### src/design/pf2b_pkg.sv
// pf2b_pkg: shared constants, codes and types of the pixel format to bgr24 converter
// no dependencies; imported by every module of the block

package pf2b_pkg;

    localparam int MAX_WIDTH       = 4096;
    localparam int MAX_HEIGHT      = 4096;
    localparam int PALETTE_ENTRIES = 256;

    // register and field widths
    localparam int DIM_W    = 13;
    localparam int MODE_W   = 3;
    localparam int IDX_W    = 2;
    localparam int OFFSET_W = 26;
    localparam int PIX_W    = 32;
    localparam int BYTE_W   = 8;
    localparam int DATA_W   = 3 * BYTE_W;

    localparam int COL_W   = $clog2(MAX_WIDTH);
    localparam int ROW_W   = $clog2(MAX_HEIGHT);
    localparam int ROWB_W  = $clog2(MAX_WIDTH * 3 + 4);
    localparam int PAL_AW  = $clog2(PALETTE_ENTRIES);

    localparam int FIFO_DEPTH = 4;
    localparam int FIFO_AW    = $clog2(FIFO_DEPTH);
    localparam int FIFO_CW    = $clog2(FIFO_DEPTH + 1);

    localparam logic [DIM_W-1:0] MAX_W_DIM = DIM_W'(MAX_WIDTH);
    localparam logic [DIM_W-1:0] MAX_H_DIM = DIM_W'(MAX_HEIGHT);

    // depth modes
    localparam logic [MODE_W-1:0] MODE_PAL8  = 3'd0;
    localparam logic [MODE_W-1:0] MODE_RGB15 = 3'd1;
    localparam logic [MODE_W-1:0] MODE_RGB16 = 3'd2;
    localparam logic [MODE_W-1:0] MODE_RGB24 = 3'd3;
    localparam logic [MODE_W-1:0] MODE_RGB32 = 3'd4;

    // operations
    localparam logic OP_PIXEL   = 1'b0;
    localparam logic OP_PALETTE = 1'b1;

    // register indexes
    localparam logic [IDX_W-1:0] REG_WIDTH  = 2'd0;
    localparam logic [IDX_W-1:0] REG_HEIGHT = 2'd1;
    localparam logic [IDX_W-1:0] REG_DEPTH  = 2'd2;
    localparam logic [IDX_W-1:0] REG_FLIP   = 2'd3;

    // item passed from front to back through the queue
    typedef struct packed {
        logic              op;
        logic [DATA_W-1:0] data;
        logic [PAL_AW-1:0] index;
        logic [ROW_W-1:0]  stored_row;
        logic [COL_W-1:0]  column;
        logic              last;
    } pf2b_item_t;

    // settings the back end needs
    typedef struct packed {
        logic [MODE_W-1:0] depth_mode;
        logic [ROWB_W-1:0] row_bytes;
    } pf2b_cfg_t;

endpackage

### src/design/pf2b_fifo.sv
// pf2b_fifo: short item queue between front and back
// depends on pf2b_pkg (pf2b_item_t, FIFO_DEPTH)

module pf2b_fifo
    import pf2b_pkg::*;
(
    input  logic       clk,
    input  logic       rst_n,
    input  logic       push,
    input  pf2b_item_t push_item,
    output logic       full,
    input  logic       pop,
    output logic       not_empty,
    output pf2b_item_t head_item
);

    pf2b_item_t         slot_reg [FIFO_DEPTH];
    logic [FIFO_AW-1:0] wr_ptr_reg;
    logic [FIFO_AW-1:0] wr_ptr_next;
    logic [FIFO_AW-1:0] rd_ptr_reg;
    logic [FIFO_AW-1:0] rd_ptr_next;
    logic [FIFO_CW-1:0] count_reg;
    logic [FIFO_CW-1:0] count_next;

    assign full      = (count_reg == FIFO_CW'(FIFO_DEPTH));
    assign not_empty = (count_reg != '0);
    assign head_item = slot_reg[rd_ptr_reg];

    always_comb
    begin
        wr_ptr_next = push ? wr_ptr_reg + 1'b1 : wr_ptr_reg;
        rd_ptr_next = pop ? rd_ptr_reg + 1'b1 : rd_ptr_reg;
        count_next  = count_reg;
        if (push && !pop)
        begin
            count_next = count_reg + 1'b1;
        end
        else if (pop && !push)
        begin
            count_next = count_reg - 1'b1;
        end
    end

    always_ff @(posedge clk or negedge rst_n)
    begin
        if (!rst_n)
        begin
            wr_ptr_reg <= '0;
            rd_ptr_reg <= '0;
            count_reg  <= '0;
        end
        else
        begin
            wr_ptr_reg <= wr_ptr_next;
            rd_ptr_reg <= rd_ptr_next;
            count_reg  <= count_next;
        end
    end

    always_ff @(posedge clk)
    begin
        if (push)
        begin
            slot_reg[wr_ptr_reg] <= push_item;
        end
    end

    a_count_bound: assert property (@(posedge clk) disable iff (!rst_n)
        count_reg <= FIFO_CW'(FIFO_DEPTH))
        else $error("queue count past depth");

    a_push_counts: assert property (@(posedge clk) disable iff (!rst_n)
        (push && !pop) |=> (count_reg == $past(count_reg) + 1'b1))
        else $error("push without pop did not raise count");

    a_no_pop_empty: assert property (@(posedge clk) disable iff (!rst_n)
        pop |-> not_empty)
        else $error("pop from empty queue");

endmodule

### config.mk
export PLATFORM = sky130hd
export DESIGN_NAME = pf2b_fifo
export DESIGN_NICKNAME = d
export VERILOG_FILES = /design/src/design/pf2b_pkg.sv /design/src/design/pf2b_fifo.sv
export SDC_FILE = /design/constraint.sdc
export NUM_CORES = 1
export LEC_CHECK = 0
export ABC_AREA = 1
export BUFFER_PORTS_ARGS = -buffer_cell sky130_fd_sc_hd__buf_2
export CORE_ASPECT_RATIO = 0.9
export CORE_MARGIN = 2
export CORE_UTILIZATION = 30
export DETAILED_ROUTE_END_ITERATION = 8
export PLACE_DENSITY = 0.5
export RECOVER_POWER = 25
export SETUP_SLACK_MARGIN = 0.15
export SLEW_MARGIN = 10
export SYNTH_ARGS = -nofsm -noshare
export SYNTH_HDL_FRONTEND = slang
export SYNTH_SLANG_ARGS = --single-unit
### constraint.sdc
create_clock -name clk -period 2.5 [get_ports clk]
set_clock_uncertainty 0.15 [all_clocks]
set_input_delay 0.75 -clock clk [delete_from_list [all_inputs] [get_ports clk]]
set_output_delay 0.75 -clock clk [all_outputs]
set_load 0.01 [all_outputs]
==> results.toml, run 1 <==
[timing]
fin_crit_ns = 2.71
rsz0062_at_grt = "true"
max_freq_ghz = 0.369
setup-tns-final_ns = -9.46
setup_slack_ns = -0.212
slew_headroom_pct = 84.0
hold_ws_ns = 0.299
setup_viol = 58
slew_violations = 0
worstMarginPinSlew_ns = 0.240
timing.final.crit_share_pct = 108
hold_violations = 0

[yosys]
syn-num-nets = 794
ys_seq_area_share_pct = 71.4
synth_xor_xnor_area_share_pct = 0.350
synth_adder_area_share_pct = 0.825
ys_warn_count = 0
syn_area_um2 = 10000
ys_ff_latch = 239
synth_top_family_by_area = "compound AO/OA/AOI/OAI gates"
synthMuxAreaShare_pct = 0
yosys.area_share.simple_pct = 7.25
synth_compound_area_share_pct = 11.7
ys_types = 22
syn_area_per_cell_um2 = 13.8
synthCells = 726

[global_routing]
grt_overflow = 0
track_usage_pct = 12.8
antenna_found_initial = 3
grt_pass1_wl_mm = 33.6
grt_pass1_vias = 5657
grt_max_degree = 38

[routing]
num_vias = 5716
route.detailed.wl_per_inst_um = 17.2
drcViolationCount = 0
drtAntennaViolNets = 0
vias_per_cell = 4.33
drt_first_iter_violations = 242
drt-total-wl_mm = 22.7
drt-pass1-iter-count = 5

[clocking]
cts_tree = "done"
clk_latency_ns = 0.52
numCtsBuffers = 26
cts_sinks = 239
clk_pin_slew_ns = 0.06
clock_path_buffers = 3
root_buffer = "clkbuf_16"
cts.htree.levels = 1

[setup_path]
crit_arrival_ns = 1.81
cp-start-kind = "flop"
cp-end-kind = "output pin"
crit_required_ns = 1.60
crit_family = "flip-flops"
critPathBufInv = 3
reg2reg_slack_ns = 0.89
crit_path_max_fanout = 9
critPathMaxStageDelay_ns = 0.51
path_class = "reg2out"
slowest_stage = "dfrtp_4"
crit_chain = "buf_12, buf_4, o211ai_1, nand2_1, buf_6"

[die]
rows = 63
initial_utilization_pct = 30.4
die_h_um = 177
die_width_um = 197
fp.coreArea_um2 = 32900
dieArea_um2 = 34800
ios = 122

[final_layout]
final_cells = 1320
syn_to_final_growth_pct = 25.5
layout_common_cells = "232 x edfxtp_1, 186 x nand2_1, 123 x inv_1, 77 x buf_2, 59 x o211ai_2"
num-nets-final = 950
final_common_cell = "edfxtp_1"
final_layout_size_suffix_gt1_share_pct = 26.0
largest_reg_flops = 232
final_area_um2 = 12600

[power]
p_per_area_nw_per_um2 = 1240
p_leak_uw = 0.00496
p_switching_uw = 5360
pwr-share-seq_pct = 35.3
clkPwrFrac_pct = 22.5
ir_worst_vdd_v = 0.000602
comb_power_share_pct = 42.2
sw_frac_of_total_pct = 34.3
internal_power_uw = 10300

[outcome]
outcome = "finished with violations"
violations = "setup timing"

[place]
placed_cells = 1250
post_dp_cell_area_um2 = 11200
gp_congestion = 0.710
dpl_worst_slack_ns = 0.271
io_buffer_count = 121
hpwl_mm = 11.8

[flow_run]
maxCapViolCount = 0

[min_path]
hold_class = "in2reg"
-- cells by family (layout without fill, tap and decap cells) --
group / count (synthesis) / after routing
flip-flops: 239 / 239
AND/OR/NAND/NOR: 192 / 192
buffers and inverters: 168 / 339
AO/OA/AOI/OAI: 117 / 117
adder cells (fa/ha/maj): 6 / 6
XOR/XNOR: 4 / 4
other: 0 / 1
-- cell usage after synthesis, drive strengths merged --
cell / n / share of area [%]
ha: 5 / 0.63
dfrtp: 7 / 1.8
edfxtp: 232 / 70
o21ai: 1 / 0.050
buf: 39 / 3.6
clkbuf: 1 / 0.037
nand3: 1 / 0.050
nor2: 1 / 0.037
xor2: 3 / 0.26
xnor2: 1 / 0.088
nand2: 188 / 7.1
o211ai: 116 / 12
nor3: 1 / 0.050
inv: 128 / 4.8
fa: 1 / 0.20
nand4: 1 / 0.063
-- final timing paths --
| path | end | startpoint | cells past startpoint |
|---|---|---|---|
| worst max-delay path | head_item[15] | rd_ptr_reg[0]$_DFFE_PN0P_ | 5 |
| worst min-delay path | slot_reg[2][3]$_DFFE_PP_ | push_item[3] | 1 |
| worst max register to register | slot_reg[2][20]$_DFFE_PP_ | wr_ptr_reg[0]$_DFFE_PN0P_ | 5 |
| worst min register to register | count_reg[2]$_DFFE_PN0P_ | count_reg[2]$_DFFE_PN0P_ | 2 |
| max in group asynchronous | rd_ptr_reg[0]$_DFFE_PN0P_ | rst_n | 2 |
| min in group asynchronous | count_reg[2]$_DFFE_PN0P_ | rst_n | 2 |
-- through the flow --
step / utilization, % / total power [uW]
floorplan: - / 9100
global placement: 34.0 / 10900
detailed placement: 34.0 / 10900
CTS: 37.8 / 15600
global route: 38.2 / 16600
finish: 38.2 / 15600
-- power by group through the flow --
stage               logic (uW)  clock network [uW]  registers, uW
finish                    6590                3510           5510
global route              7250                3800           5580
CTS                       6430                3650           5520
detailed placement        5360                   0           5570
global placement          5330                   0           5540
floorplan                 3590                   0           5510
-- repair_timing --
action / 4_1_cts / 5_1_grt
setup buffers: 11 / 1
resized for setup: 25 / 10
gates cloned: 9 / 4
pin swaps: 24 / 18
hold endpoints to repair: 7 / 0
hold buffers: 1 / 0
endpoints found under the setup margin: 58 / 58
-- layer usage --
| layer | wire [um] | vias to the layer above | share of wire (%) | track usage, % |
|---|---|---|---|---|
| li1 | - | 2836 | - | - |
| met1 | 10500 | 2730 | 46 | 16.9 |
| met2 | 10500 | 104 | 46 | 21.1 |
| met3 | 1070 | 42 | 4.7 | 2.90 |
| met4 | 544 | 4 | 2.4 | 3.35 |
| met5 | 27 | - | 0.12 | 0 |
-- area by class of cell --
type / count / area, um^2
multi-input combinational: 319 / 2020
clock buffer: 32 / 694
sequential: 239 / 7150
clock inverter: 11 / 77.6
tap: 422 / 528
timing repair buffer: 168 / 1580
inverter: 128 / 508
fill: 3131 / 20300
antenna: 1 / 2.50
-- worst reg2reg max path: stages (launching register included) --
cell	delay, ns
dfrtp_1	0.42
inv_1	0.11
ha_1	0.15
nand2_1	0.08
clkinvlp_4	0.12
buf_12	0.23
No activity file was read; power rests on OpenSTA's default activity.
==> run 2: changes to the inputs <==
- CTS_BUF_LIST: unset -> sky130_fd_sc_hd__clkbuf_8
==> run 2 against run 1 <==
Against the previous run:
- the flow still finishes with violations (setup timing)
- global-route usage increased by 0.082 points
- routed wire length rose by 0.63%
- sequential cell count unchanged
- largest power group unchanged
==> results.toml, run 2 (synthesis results as in run 1) <==
[outcome]
outcome = "finished with violations"
violations = "setup timing"

[setup_path]
path_class = "reg2out"
slowest_stage = "dfrtp_4"
crit_required_ns = 1.60
cp-start-kind = "flop"
critPathMaxStageDelay_ns = 0.51
reg2reg_slack_ns = 0.89
crit_family = "buffers and inverters"
crit_path_max_fanout = 13
critPathBufInv = 4
cp-end-kind = "output pin"
crit_arrival_ns = 1.84
crit_chain = "buf_4, buf_12, buf_16, o211ai_2, nand2_1, buf_6"

[global_routing]
grt_overflow = 0
grt_pass1_wl_mm = 33.6
grt_pass1_vias = 5875
antenna_found_initial = 3
grt_max_degree = 38
track_usage_pct = 12.8

[place]
hpwl_mm = 11.8
placed_cells = 1250
gp_congestion = 0.710
io_buffer_count = 121

[routing]
drcViolationCount = 0
drt-pass1-iter-count = 4
drt_first_iter_violations = 206
vias_per_cell = 4.33
drtAntennaViolNets = 0
drt-total-wl_mm = 22.8
route.detailed.wl_per_inst_um = 16.9
num_vias = 5837

[clocking]
root_buffer = "clkbuf_8"
clk_pin_slew_ns = 0.06
clk_latency_ns = 0.54
cts_sinks = 239
cts_tree = "done"
cts.htree.levels = 2
clock_path_buffers = 3
numCtsBuffers = 42

[min_path]
hold_class = "in2reg"

[timing]
rsz0062_at_grt = "true"
slew_violations = 0
setup_slack_ns = -0.240
worstMarginPinSlew_ns = 0.241
fin_crit_ns = 2.74
hold_ws_ns = 0.280
max_freq_ghz = 0.365
slew_headroom_pct = 84.0
setup_viol = 58
timing.final.crit_share_pct = 110
hold_violations = 0

[die]
die_h_um = 177
ios = 122
dieArea_um2 = 34800
die_width_um = 197
fp.coreArea_um2 = 32900
initial_utilization_pct = 30.4
rows = 63

[final_layout]
final_cells = 1347
final_layout_size_suffix_gt1_share_pct = 26.6
largest_reg_flops = 232
num-nets-final = 963
layout_common_cells = "232 x edfxtp_1, 186 x nand2_1, 138 x inv_1, 78 x buf_2, 59 x o211ai_2"
final_common_cell = "edfxtp_1"
syn_to_final_growth_pct = 24.6

[power]
power.total_uw = 15300
p_per_area_nw_per_um2 = 1220
ir_worst_vdd_v = 0.000499
p_leak_uw = 0.00499

[flow_run]
maxCapViolCount = 0
==> run 2: cell count changes in the layout (fill, tap and decap cells not counted), sizes merged <==
| cell | previous run | this run |
|---|---|---|
| bufinv | 1 | 2 |
| inv | 124 | 139 |
| clkinvlp | 6 | 4 |
| clkinv | 8 | 11 |
| buf | 129 | 124 |
| clkbuf | 70 | 85 |
==> run 2: worst paths after layout <==
check,start,endpoint,cells past startpoint
hold / removal,push_item[2],slot_reg[3][2]$_DFFE_PP_,1
setup reg to reg,wr_ptr_reg[0]$_DFFE_PN0P_,slot_reg[2][20]$_DFFE_PP_,5
max in group asynchronous,rst_n,rd_ptr_reg[0]$_DFFE_PN0P_,2
min in group asynchronous,rst_n,count_reg[2]$_DFFE_PN0P_,2
setup / recovery,rd_ptr_reg[0]$_DFFE_PN0P_,head_item[17],6
hold reg to reg,count_reg[2]$_DFFE_PN0P_,count_reg[2]$_DFFE_PN0P_,2
==> run 2: final cells by class <==
| cell class | instances | area, um^2 |
|---|---|---|
| diodes | 1 | 2.50 |
| clock buffers | 45 | 619 |
| clock inverters | 28 | 161 |
| fillers | 3176 | 20400 |
| inverters | 128 | 508 |
| multi-input cells | 319 | 2020 |
| flip-flops and latches | 239 | 7150 |
| well taps | 422 | 528 |
| repair buffers | 165 | 1480 |
==> run 2: through the flow <==
| stage | cell area [um^2] | setup slack (ns) | TNS [ns] | utilization, % |
|---|---|---|---|---|
| global route | 12500 | -0.355 | -16.82 | 37.9 |
| CTS | 12400 | -0.310 | -14.96 | 37.6 |
| floorplan | 10000 | 0.140 | 0 | - |
| finish | 12500 | -0.240 | -10.81 | 37.9 |
| global placement | 11200 | 0.283 | 0 | 34.0 |
| detailed placement | 11200 | 0.271 | 0 | 34.0 |
==> run 2: routing by layer <==
layer | GRT usage [%] | share of wire (%) | up-vias
met2 | 20.8 | 46 | 119
li1 | - | - | 2875
met3 | 3.73 | 5.6 | 44
met4 | 4.17 | 2.3 | 4
met1 | 16.5 | 46 | 2795
met5 | 0 | 0.12 | -
==> run 2: timing repair <==
action	4_1_cts	5_1_grt
setup buffers	10	1
endpoints found under the hold margin	7	0
setup endpoints to repair	58	58
pin swaps	21	14
hold buffers	1	0
resized for setup	23	7
gates cloned	7	4
==> run 2: power breakdown <==
group | switching [uW] | total, uW | internal (uW) | leakage [uW]
logic | 3570 | 6370 | 2800 | 0.00233
clock network | 1530 | 3380 | 1850 | 0.000456
registers | 263 | 5520 | 5250 | 0.00221
total | 5360 | 15300 | 9910 | 0.00499
