**src/design/pf2b_pkg.sv**
```systemverilog
// pf2b_pkg: shared constants, codes and types of the pixel format to bgr24 converter
// no dependencies; imported by every module of the block

package pf2b_pkg;

    localparam int MAX_WIDTH       = 4096;
    localparam int MAX_HEIGHT      = 4096;
    localparam int PALETTE_ENTRIES = 256;

    // register and field widths
    localparam int DIM_W    = 13;
    localparam int MODE_W   = 3;
    localparam int IDX_W    = 2;
    localparam int OFFSET_W = 26;
    localparam int PIX_W    = 32;
    localparam int BYTE_W   = 8;
    localparam int DATA_W   = 3 * BYTE_W;

    localparam int COL_W   = $clog2(MAX_WIDTH);
    localparam int ROW_W   = $clog2(MAX_HEIGHT);
    localparam int ROWB_W  = $clog2(MAX_WIDTH * 3 + 4);
    localparam int PAL_AW  = $clog2(PALETTE_ENTRIES);

    localparam int FIFO_DEPTH = 4;
    localparam int FIFO_AW    = $clog2(FIFO_DEPTH);
    localparam int FIFO_CW    = $clog2(FIFO_DEPTH + 1);

    localparam logic [DIM_W-1:0] MAX_W_DIM = DIM_W'(MAX_WIDTH);
    localparam logic [DIM_W-1:0] MAX_H_DIM = DIM_W'(MAX_HEIGHT);

    // depth modes
    localparam logic [MODE_W-1:0] MODE_PAL8  = 3'd0;
    localparam logic [MODE_W-1:0] MODE_RGB15 = 3'd1;
    localparam logic [MODE_W-1:0] MODE_RGB16 = 3'd2;
    localparam logic [MODE_W-1:0] MODE_RGB24 = 3'd3;
    localparam logic [MODE_W-1:0] MODE_RGB32 = 3'd4;

    // operations
    localparam logic OP_PIXEL   = 1'b0;
    localparam logic OP_PALETTE = 1'b1;

    // register indexes
    localparam logic [IDX_W-1:0] REG_WIDTH  = 2'd0;
    localparam logic [IDX_W-1:0] REG_HEIGHT = 2'd1;
    localparam logic [IDX_W-1:0] REG_DEPTH  = 2'd2;
    localparam logic [IDX_W-1:0] REG_FLIP   = 2'd3;

    // item passed from front to back through the queue
    typedef struct packed {
        logic              op;
        logic [DATA_W-1:0] data;
        logic [PAL_AW-1:0] index;
        logic [ROW_W-1:0]  stored_row;
        logic [COL_W-1:0]  column;
        logic              last;
    } pf2b_item_t;

    // settings the back end needs
    typedef struct packed {
        logic [MODE_W-1:0] depth_mode;
        logic [ROWB_W-1:0] row_bytes;
    } pf2b_cfg_t;

endpackage

```
**src/design/pf2b_front.sv**
```systemverilog
// pf2b_front: config registers, input accept, frame position counters
// depends on pf2b_pkg (codes, widths, pf2b_item_t, pf2b_cfg_t)

module pf2b_front
    import pf2b_pkg::*;
(
    input  logic              clk,
    input  logic              rst_n,
    input  logic              cfg_valid,
    output logic              cfg_ready,
    input  logic [IDX_W-1:0]  cfg_index,
    input  logic [DIM_W-1:0]  cfg_data,
    input  logic              in_valid,
    output logic              in_ready,
    input  logic              operation,
    input  logic [PIX_W-1:0]  pixel_value,
    input  logic [BYTE_W-1:0] entry_index,
    input  logic [BYTE_W-1:0] entry_byte_first,
    input  logic [BYTE_W-1:0] entry_byte_second,
    input  logic [BYTE_W-1:0] entry_byte_third,
    input  logic              fifo_full,
    output logic              push,
    output pf2b_item_t        push_item,
    output pf2b_cfg_t         back_cfg
);

    logic [DIM_W-1:0]  width_reg;
    logic [DIM_W-1:0]  height_reg;
    logic [MODE_W-1:0] mode_reg;
    logic              flip_reg;
    logic [COL_W-1:0]  col_reg;
    logic [COL_W-1:0]  col_next;
    logic [ROW_W-1:0]  row_reg;
    logic [ROW_W-1:0]  row_next;

    logic              cfg_we;
    logic              in_fire;
    logic              pixel_fire;
    logic [DIM_W-1:0]  w_eff;
    logic [DIM_W-1:0]  h_eff;
    logic              col_wrap;
    logic              row_wrap;
    logic [ROW_W-1:0]  stored_row;
    logic [ROWB_W-1:0] rb_sum;

    assign cfg_ready  = 1'b1;
    assign cfg_we     = cfg_valid && cfg_ready;
    assign in_ready   = !fifo_full;
    assign in_fire    = in_valid && in_ready;
    assign pixel_fire = in_fire && (operation == OP_PIXEL);
    assign push       = in_fire;

    // zero counts as one, oversize counts as the maximum
    always_comb
    begin
        if (width_reg == '0)
        begin
            w_eff = DIM_W'(1);
        end
        else if (width_reg > MAX_W_DIM)
        begin
            w_eff = MAX_W_DIM;
        end
        else
        begin
            w_eff = width_reg;
        end
        if (height_reg == '0)
        begin
            h_eff = DIM_W'(1);
        end
        else if (height_reg > MAX_H_DIM)
        begin
            h_eff = MAX_H_DIM;
        end
        else
        begin
            h_eff = height_reg;
        end
    end

    assign col_wrap   = (DIM_W'(col_reg) + 1'b1) >= w_eff;
    assign row_wrap   = (DIM_W'(row_reg) + 1'b1) >= h_eff;
    assign stored_row = flip_reg ? ROW_W'(h_eff - 1'b1 - DIM_W'(row_reg)) : row_reg;

    // row pitch rounded up to four bytes
    assign rb_sum = ROWB_W'({w_eff, 1'b0}) + ROWB_W'(w_eff) + ROWB_W'(3);
    assign back_cfg.row_bytes  = {rb_sum[ROWB_W-1:2], 2'b00};
    assign back_cfg.depth_mode = mode_reg;

    always_comb
    begin
        push_item.op         = operation;
        push_item.stored_row = stored_row;
        push_item.column     = col_reg;
        push_item.last       = col_wrap && row_wrap;
        if (operation == OP_PALETTE)
        begin
            push_item.data  = {entry_byte_third, entry_byte_second, entry_byte_first};
            push_item.index = entry_index[PAL_AW-1:0];
        end
        else
        begin
            push_item.data  = pixel_value[DATA_W-1:0];
            push_item.index = pixel_value[PAL_AW-1:0];
        end
    end

    always_comb
    begin
        col_next = col_reg;
        row_next = row_reg;
        if (cfg_we)
        begin
            col_next = '0;
            row_next = '0;
        end
        else if (pixel_fire)
        begin
            if (col_wrap)
            begin
                col_next = '0;
                row_next = row_wrap ? '0 : row_reg + 1'b1;
            end
            else
            begin
                col_next = col_reg + 1'b1;
            end
        end
    end

    always_ff @(posedge clk or negedge rst_n)
    begin
        if (!rst_n)
        begin
            width_reg  <= DIM_W'(640);
            height_reg <= DIM_W'(480);
            mode_reg   <= MODE_RGB24;
            flip_reg   <= 1'b0;
            col_reg    <= '0;
            row_reg    <= '0;
        end
        else
        begin
            col_reg <= col_next;
            row_reg <= row_next;
            if (cfg_we)
            begin
                case (cfg_index)
                    REG_WIDTH:  width_reg  <= cfg_data;
                    REG_HEIGHT: height_reg <= cfg_data;
                    REG_DEPTH:  mode_reg   <= cfg_data[MODE_W-1:0];
                    REG_FLIP:   flip_reg   <= cfg_data[0];
                    default:    width_reg  <= width_reg;
                endcase
            end
        end
    end

    a_col_in_row: assert property (@(posedge clk) disable iff (!rst_n)
        DIM_W'(col_reg) < w_eff)
        else $error("column past frame width");

    a_cfg_restart: assert property (@(posedge clk) disable iff (!rst_n)
        cfg_we |=> (col_reg == '0) && (row_reg == '0))
        else $error("config write did not restart frame");

    a_frame_wrap: assert property (@(posedge clk) disable iff (!rst_n)
        (pixel_fire && col_wrap && row_wrap && !cfg_we) |=>
            (col_reg == '0) && (row_reg == '0))
        else $error("counters did not wrap at frame end");

endmodule

```
**config.mk**
```make
export PLATFORM = sky130hd
export DESIGN_NAME = pf2b_front
export DESIGN_NICKNAME = d
export VERILOG_FILES = /design/src/design/pf2b_pkg.sv /design/src/design/pf2b_front.sv
export SDC_FILE = /design/constraint.sdc
export NUM_CORES = 1
export LEC_CHECK = 0
export ABC_AREA = 1
export BUFFER_PORTS_ARGS = -buffer_cell sky130_fd_sc_hd__buf_2
export CORE_UTILIZATION = 58
export CTS_CLUSTER_DIAMETER = 80
export DETAILED_ROUTE_END_ITERATION = 10
export PLACE_DENSITY_LB_ADDON = 0.1
export SKIP_CTS_REPAIR_TIMING = 1
export SYNTH_ARGS = -nofsm -noshare
export SYNTH_HDL_FRONTEND = slang
export SYNTH_SLANG_ARGS = --single-unit
```
**constraint.sdc**
```tcl
create_clock -name clk -period 7.5 [get_ports clk]
set_input_delay 1.125 -clock clk [delete_from_list [all_inputs] [get_ports clk]]
set_output_delay 1.125 -clock clk [all_outputs]
set_load 0.05 [all_outputs]
```
==> run summary, run 1 <==
Comb power frac - 61.4%
main combinational cell family by area after synthesis - simple AND/OR/NAND/NOR gates
Fin. Hold Viols - 0
CTS clock-pin slew for the worst setup and hold paths - 100 ps
synthesized area - 0.00559 mm2
final wirelength - 13400 um
fin. max-slew vios - 0
DR vias - 5729
Final Cycle Share - 57.9%
Die ar. - 0.0100 mm2
Reg power frac - 26.5%
Max VDD drop - 0.201 mV
Final ANT Viol Nets - 0
post-synth cell types - 38
CTS Buf Count - 5
die width - 100 um
Power Internal - 637 uW
FP Rows - 35
Post-synth EDFFs - 0
warnings from Yosys - 0
WP data arrival - 3220 ps
post-synthesis xor/xnor area fraction - 4.55%
max_cap viols - 0
Tmin final - 4340 ps
Syn Area/Cell - 6.29 um2
CTS Buffer Depth - 2
Yosys reg bits - 54
total core area - 0.00928 mm2
sw power - 735 uW
dpl hpwl - 10900 um
Avg Vias per Cell - 4.97
Post-Place Cells - 1145
status - finished clean
P&R area growth vs syn - 15.5%
nets - 1169
Hold Path Class - flop to flop
CP Data Required Time - 6380 ps
Worst Setup End Kind - output port
CTS tree - done
Ant. Diodes - 0
drt first pass iters - 5
drt drc - 0
area share of fa/ha/maj cells after synthesis - 13.8%
largest net degree at the start of global routing - 55
most frequent cells in the layout - nand2_1, buf_2, inv_1
post-synthesis simple-gate area fraction - 36.2%
first-pass GRT wire length - 22500 um
grt ovf - 0
# IOs - 163
multiplexer area fraction after synthesis - 0%
Clock power frac - 12.1%
Leak Pwr - 0.00398 uW
asr flop ratio synth - 100%
Worst Path Max Fanout - 13
actual slew at the worst max-slew pin - 836 ps
ratio of cells with drive above 1 in the final layout - 18.1%
most common cell after layout, fill and taps aside - nand2_1
Die Ht - 100 um
Initial Util - 60.2%
Synth Instances - 888
R2R Path Start - width_reg[11]
initial DRC count - 295
Sink Count - 54
Worst Skew - 4.59 ps
highest clock rate - 230 MHz
I/O Buffers - 151
vias in the first global route - 5049
GPL Wtd Cong - 0.859
initial antenna violation count - 0
critical path type - flop to output port
Power per Cell Area - 213 mW/mm2
clock root cell - clkbuf_8
drt wl/cell - 11.6 um
CP startpoint - row_reg[1]
sequential area share after synthesis - 24.4%
non-filler cells, final - 1153
clk_lat worst skew - 300 ps
H-tree depth - 2
switching share of power - 53.6%
startpoint types - flop
Synth Area in Compound Gates - 8.80%
final setup fails - 0
Rel. slew slack - 44.1%
critical hold path startpoint - mode_reg[0]
most common flop cell mapped by yosys - dfrtp_1
gr usage total - 27.4%
TNS Setup - 0 ps
RSZ-0062 raised after global routing - false
cell type report:
type / instances / area [um2]
Inverter: 139 / 522
Fill cell: 885 / 2830
Multi-Input combinational cell: 671 / 3550
Sequential cell: 54 / 1360
Tap cell: 129 / 161
Clock inverter: 3 / 25.0
Timing Repair Buffer: 152 / 763
Clock buffer: 5 / 68.8
power groups by stage:
stage                     clock network, uW  registers, uW  logic (uW)
final                                   166            363         842
after global placement                    0            369         828
after global routing                    186            369         934
after CTS                               171            363         840
after floorplan                           0            369         664
after detailed placement                  0            368         837
layer usage:
metal  vias to the layer above  GRT usage (%)  wire length (um)
met1                      2520           39.6              6450
met3                         5           2.86               712
met2                       155           45.8              6220
met5                         -              0                 0
li1                       3049              -                 -
met4                         0           2.56                24
worst paths after layout:
check | endpoint | slack, ps | depth (start not counted)
worst max-delay path | push_item[0] | 3160 | 13
worst min-delay path | mode_reg[0] | 490 | 2
worst max register to register | row_reg[0] | 4110 | 18
worst min register to register | mode_reg[0] | 490 | 2
max in group asynchronous | mode_reg[2] | 6140 | 2
min in group asynchronous | col_reg[7] | 920 | 2
Yosys cell counts (8+ instances only):
cell	n	share of area [%]
xor2_1	25	3.9
nand3_1	58	5.2
buf_4	8	1.1
nor2_1	66	4.4
a21oi_1	24	2.2
dfrtp_1	46	21
nand2_1	330	22
inv_1	136	9.1
nand4_1	17	1.9
dfstp_2	8	3.8
ha_1	60	13
o21ai_0	42	3.8
clkbuf_1	11	0.74
stage by stage:
step	power [uW]	instance area [um2]	utilization [%]	setup WS [ps]	hold WS, ps
detailed placement	1210	6360	68.5	3540	474
floorplan	1030	5590	-	3230	453
CTS	1370	6450	69.5	3190	498
global placement	1200	6360	68.5	3540	467
global route	1490	6450	69.5	2800	516
finish	1370	6450	69.5	3160	494
worst max-delay path: stages (launching register included):
cell     delay [ps]
dfrtp_1         440
ha_1            320
nand2_1          80
nor2_1          190
nand2_1         120
nor4_1          240
ha_1            320
a21oi_1         180
nand2_1          70
a21oi_1         110
nand3_1         390
nand2_1         200
inv_1            50
buf_2           200
cell families (layout without fill, tap and decap cells):
kind of cell,after synthesis,in the layout
adder cells (fa/ha/maj),61,61
AND/OR/NAND/NOR,490,490
flip-flops,54,54
other,2,3
XOR/XNOR,29,29
buffers and inverters,164,299
AO/OA/AOI/OAI,88,88
Note: power is estimated with default switching activity, not from simulation.
==> run 2, diff against run 1 <==
- ABC_AREA: 1 -> 0
- CORE_UTILIZATION: 58 -> 48
- clock period: 7.5 -> 3.8 ns (I/O delays scaled with it)
==> run 2 against run 1 <==
Combinational power up 140%. First-iteration DRC count decreased by 14%. Via count shrank 15%. The run now ends with negative setup slack left. Synthesized area down 7.6%. Sequential power is 110% higher. Power is 130% higher. Critical endpoint is now push_item[23]. Register-to-register slack got worse by 3600 ps. Cell count down 22%.
==> run summary, run 2 <==
status - finished, violations left
violated checks - negative setup slack
CTS clock-pin slew for the worst setup and hold paths - 120 ps (+20 ps)
TNS Setup - -128 ps (-128 ps)
Power Internal - 1500 uW (+130%)
Rel. slew slack - 47.6% (+3.4 points)
Yosys reg bits - 54 (unchanged)
startpoint types - flop
fin. max-slew vios - 0 (unchanged)
grt ovf - 0 (unchanged)
gr usage total - 23.8% (-3.6 points)
Worst Path Max Fanout - 3 (-10)
asr flop ratio synth - 100% (unchanged)
Final Cycle Share - 103%
most frequent cells in the layout - buf_2, nand2_1, ha_1
Tmin final - 3930 ps
Worst Skew - 14.9 ps (+10.3 ps)
post-synthesis xor/xnor area fraction - 6.45% (+1.9 points)
actual slew at the worst max-slew pin - 786 ps (-49.6 ps)
post-synth cell types - 57 (+50%)
most common cell after layout, fill and taps aside - buf_2
die width - 106 um (+5.5%)
Post-synth EDFFs - 0 (unchanged)
Reg2Reg Setup Slack - 530 ps (-3580 ps)
multiplexer area fraction after synthesis - 10.6% (+11 points)
final setup fails - 1 (+1)
top cells by count, synth - nand2_1, ha_1, dfrtp_1, mux2_2, inv_1
Synth Instances - 610 (-31%)
dpl hpwl - 10500 um (-3.5%)
synth top area cells - dfrtp_1, ha_1, mux2_2
ratio of cells with drive above 1 in the final layout - 36.6% (+18 points)
initial DRC count - 254 (-14%)
FP Rows - 37 (+5.7%)
Hold Path Class - primary input to asynchronous set/reset pin
most frequent cell after synthesis - nand2_1
Comb power frac - 64.5% (+3.1 points)
clock root cell - clkbuf_8
main combinational cell family by area after synthesis - simple AND/OR/NAND/NOR gates
Synth Area in Compound Gates - 14.9% (+6.1 points)
largest net degree at the start of global routing - 44 (-20%)
drt wl/cell - 14.7 um (+26%)
vias in the first global route - 4654 (-7.8%)
initial antenna violation count - 0 (unchanged)
area share of fa/ha/maj cells after synthesis - 14.9% (+1.1 points)
RSZ-0062 raised after global routing - true
fin util - 61.8% (-7.7 points)
CTS Buffer Depth - 2 (unchanged)
CTS tree - done
Ant. Diodes - 0 (unchanged)
critical path type - flop to output port
end of the worst register-to-register path - row_reg[2]
highest clock rate - 255 MHz
area taken by multi-input logic gates - 0.00364 mm2 (+2.5%)
Final ANT Viol Nets - 0 (unchanged)
R2R Path Start - row_reg[1]
fillers - 956 (+8.0%)
drt first pass iters - 4 (-1)
total core area - 0.0104 mm2 (+12%)
FF/Latch Area - 0.00137 mm2 (+0.37%)
Reg power frac - 24.1% (-2.4 points)
drt drc - 0 (unchanged)
P&R area growth vs syn - 24.1%
synthesized area - 0.00516 mm2 (-7.6%)
cell taking the most area after synthesis - dfrtp_1
WP data arrival - 3360 ps (+140 ps)
Power per Cell Area - 487 mW/mm2 (+130%)
CTS Buf Count - 5 (unchanged)
post-synthesis simple-gate area fraction - 20.8% (-15 points)
max_cap viols - 0 (unchanged)
worst r2r path cells - 14 (-4)
final worst slack - -128 ps (-3290 ps)
Die ar. - 0.0112 mm2 (+11%)
switching share of power - 52.0% (-1.5 points)
Initial Util - 49.8% (-10 points)
CP Data Required Time - 3230 ps (-3150 ps)
DR vias - 4887 (-15%)
warnings from Yosys - 0 (unchanged)
Pwr Total - 3120 uW (+130%)
Clock power frac - 11.4% (-0.7 points)
most common flop cell mapped by yosys - dfrtp_1
final wirelength - 13300 um (-1.1%)
Die Ht - 106 um (+5.5%)
Final Instance Area - 0.00640 mm2 (-0.72%)
sw power - 1620 uW (+120%)
first-pass GRT wire length - 21800 um (-3.4%)
Syn Area/Cell - 8.46 um2 (+34%)
nets - 911 (-22%)
Max VDD drop - 0.564 mV (+180%)
sequential area share after synthesis - 26.4% (+2.0 points)
Sink Count - 54 (unchanged)
clk_lat worst skew - 320 ps (+20 ps)
GPL Wtd Cong - 0.846 (-1.5%)
I/O Buffers - 151 (unchanged)
H-tree depth - 2 (unchanged)
Worst Setup End Kind - output port
Post-DP Area - 0.00606 mm2 (-4.6%)
Yosys top cell area share - 22.3% (+0.14 points)
# IOs - 163 (unchanged)
Fin. Hold Viols - 0 (unchanged)
Leak Pwr - 0.00334 uW (-16%)
Avg Vias per Cell - 5.42 (+9.0%)
run 2: cell count changes after synthesis, sizes merged, moves of 11 or more:
| cell | before | now |
|---|---|---|
| xnor2 | 4 | 23 |
| nand3 | 59 | 32 |
| inv | 138 | 42 |
| mux2 | 0 | 46 |
| a21o | 2 | 15 |
| nor2 | 72 | 25 |
| nand4 | 18 | 7 |
| nand2b | 0 | 13 |
| nand2 | 333 | 87 |
| o21ai | 46 | 27 |
run 2: worst max-delay path by stage:
stage | start | to
after global routing | height_reg[7] | push_item[23]
final | height_reg[7] | push_item[23]
after floorplan | width_reg[12] | back_cfg[10]
after global placement | height_reg[7] | push_item[23]
after CTS | height_reg[7] | push_item[23]
after detailed placement | height_reg[7] | push_item[23]
run 2: per-layer routing:
metal  wire length (um)  GRT usage, %
met1               6030          31.6
met2               6610          42.0
met3                556          2.78
met4                 66          3.77
met5                  0             0
run 2: cell type report:
type / count / share of cell area, %
Sequential cell: 54 / 21.3
Inverter: 43 / 2.52
Tap cell: 136 / 2.66
Timing Repair Buffer: 175 / 15.1
Multi-Input combinational cell: 486 / 56.8
Clock buffer: 5 / 1.07
Clock inverter: 3 / 0.449
run 2: through the flow:
| step | hold WS [ps] | cells | worst slack [ps] |
|---|---|---|---|
| 3_5_place_dp | 490 | 884 | 39.4 |
| 4_1_cts | 330 | 892 | -374 |
| 2_1_floorplan | 274 | 611 | 16.8 |
| 5_1_grt | 370 | 902 | -305 |
| 6_report | 310 | 902 | -128 |
| 3_3_place_gp | 486 | 884 | 35.4 |
run 2: cells by family after synthesis:
family	after synthesis
buf+inv	71
other cells	2
flops	54
mux	49
compound gates	117
xor+xnor	38
simple gates	218
fa+ha+maj	61
run 2: critical path, stage by stage (launching register included):
cell,delay (ps)
dfstp_2,560
nor4_1,50
a31oi_1,210
nor2_2,110
ha_2,210
fa_2,360
a21o_1,170
a21o_1,180
a211oi_2,240
o21bai_1,120
a31oi_1,210
mux2_2,360
o2111ai_2,70
buf_6,190
run 2: power groups by stage:
stage / sequential (uW) / clock [uW] / combinational [uW]
floorplan: 736 / 0 / 1520
global placement: 751 / 0 / 1890
detailed placement: 756 / 0 / 1910
CTS: 746 / 362 / 1930
global route: 766 / 383 / 2190
finish: 752 / 355 / 2010
==> run 3, diff against run 2 <==
- GPL_TIMING_DRIVEN: unset -> 0
==> run 3 against run 2 <==
The run still ends with negative setup slack left. Sequential share of layout area decreased by 0.69 points. Worst setup slack got worse by 92 ps. Critical path depth unchanged. Worst hold slack improved by 170 ps. Global-route usage increased by 1.0 points. Sequential power decreased by 1%. Cell area increased by 3.4%. Combinational power increased by 6%. Critical path type unchanged.
==> run summary, run 3 (synthesis results as in run 2) <==
# IOs - 163 (unchanged)
Worst Skew - 9.03 ps (-5.82 ps)
Final Instance Area - 0.00662 mm2 (+3.4%)
P&R area growth vs syn - 28.4%
worst path cell trace - nor4_1 -> a31oi_1 -> nor2_2 -> ha_4 -> fa_2 -> a21o_1 -> a21o_1 -> a211oi_2 -> o21bai_1 -> a31oi_1 -> mux2_2 -> o2111ai_2 -> buf_6
FP Rows - 37 (unchanged)
Rel. slew slack - 18.8% (-29 points)
slowest stage cell, crit path - dfstp_2
area taken by multi-input logic gates - 0.00377 mm2 (+3.7%)
status - finished, violations left
CTS Buffer Depth - 2 (unchanged)
Hold Path Class - primary input to flop
Initial Util - 49.8% (unchanged)
Fin. Hold Viols - 0 (unchanged)
total core area - 0.0104 mm2 (unchanged)
CTS clock-pin slew for the worst setup and hold paths - 110 ps (about the same)
Max VDD drop - 0.433 mV (-23%)
Post-DP Area - 0.00609 mm2 (+0.39%)
TNS Setup - -221 ps (-93.2 ps)
fin. max-slew vios - 0 (unchanged)
drt wl/cell - 15.4 um (+5.1%)
Final Cycle Share - 106% (+2.4 points)
DR vias - 5040 (+3.1%)
final setup fails - 2 (+1)
vias in the first global route - 4835 (+3.9%)
dpl hpwl - 11000 um (+4.9%)
worst r2r path cells - 14 (unchanged)
largest net degree at the start of global routing - 55 (+25%)
nets - 930 (+2.1%)
drt drc - 0 (unchanged)
Worst Setup End Kind - output port
grt ovf - 0 (unchanged)
hold path depth - 3
H-tree depth - 2 (unchanged)
Final ANT Viol Nets - 0 (unchanged)
Power per Cell Area - 489 mW/mm2 (+0.34%)
initial DRC count - 284 (+12%)
final wirelength - 14200 um (+7.3%)
clk_lat worst skew - 320 ps (about the same)
WP data arrival - 3450 ps (+90 ps)
critical path type - flop to output port
max_cap viols - 0 (unchanged)
CTS Buf Count - 5 (unchanged)
Die ar. - 0.0112 mm2 (unchanged)
startpoint types - flop
ratio of cells with drive above 1 in the final layout - 38.1% (+1.5 points)
Sink Count - 54 (unchanged)
CTS tree - done
FF/Latch Area - 0.00137 mm2 (about the same)
gr usage total - 24.8% (+1.0 points)
highest clock rate - 249 MHz (-2.3%)
GPL Wtd Cong - 0.841 (-0.60%)
drt first pass iters - 5 (+1)
I/O Buffers - 150 (-0.66%)
fillers - 907 (-5.1%)
Leak Pwr - 0.00341 uW (+2.1%)
violated checks - negative setup slack
Worst Path Max Fanout - 3 (unchanged)
initial antenna violation count - 0 (unchanged)
final worst slack - -220 ps (-92.4 ps)
most frequent cells in the layout - buf_2, nand2_1, ha_1
Ant. Diodes - 0 (unchanged)
RSZ-0062 raised after global routing - true
die width - 106 um (unchanged)
first-pass GRT wire length - 22500 um (+3.5%)
clock root cell - clkbuf_8
most common cell after layout, fill and taps aside - buf_2
Tmin final - 4020 ps (+92.4 ps)
Worst path max stage delay - 570 ps (about the same)
CP Data Required Time - 3230 ps (about the same)
Die Ht - 106 um (unchanged)
actual slew at the worst max-slew pin - 1220 ps (+431 ps)
Avg Vias per Cell - 5.47 (+1.0%)
-- run 3: metrics by stage --
step | setup WS [ps] | instances | hold WS [ps] | total power, uW | util [%]
floorplan | 16.8 | 611 | 274 | 2260 | -
global placement | -177 | 897 | 486 | 2640 | 58.7
detailed placement | -260 | 897 | 488 | 2680 | 58.7
CTS | -639 | 905 | 475 | 3040 | 59.6
global route | -378 | 921 | 481 | 3450 | 63.9
finish | -220 | 921 | 478 | 3240 | 63.9
-- run 3: worst max-delay path: cells and delay by family (launching register included) --
family / cells / cell delay (ps)
buffers and inverters: 1 / 190
AND/OR/NAND/NOR: 2 / 170
adder cells (fa/ha/maj): 2 / 550
multiplexers: 1 / 370
AO/OA/AOI/OAI: 7 / 1250
flip-flops: 1 / 570
-- run 3: power breakdown --
group | internal [uW] | switching (uW)
sequential | 659 | 84.1
combinational | 748 | 1390
clock | 137 | 218
total | 1540 | 1690
-- run 3: cell type report --
class                      instances  area share, %
multi-input combinational        486           57.0
buffer                            27           2.27
inverter                          43           2.44
tap                              136           2.57
timing repair buffer             167           13.6
sequential                        54           20.6
clock inverter                     3          0.434
clock buffer                       5           1.04
-- run 3: metal layers --
metal	vias up	wire length [um]	share of wire, %	GRT usage [%]
met5	-	0	0	0
met4	0	171	1.2	5.16
met3	15	546	3.8	2.97
met2	148	7240	51	44.2
met1	2384	6270	44	32.2
li1	2493	-	-	-
-- run 3: path summary, 6_finish.rpt --
check	start	end	slack [ps]
worst max register to register	col_reg[0]	row_reg[5]	450
max in group asynchronous	rst_n	col_reg[0]	2480
worst min-delay path	cfg_data[12]	width_reg[12]	480
worst max-delay path	height_reg[6]	push_item[23]	-220
worst min register to register	mode_reg[2]	mode_reg[2]	510
min in group asynchronous	rst_n	height_reg[11]	490
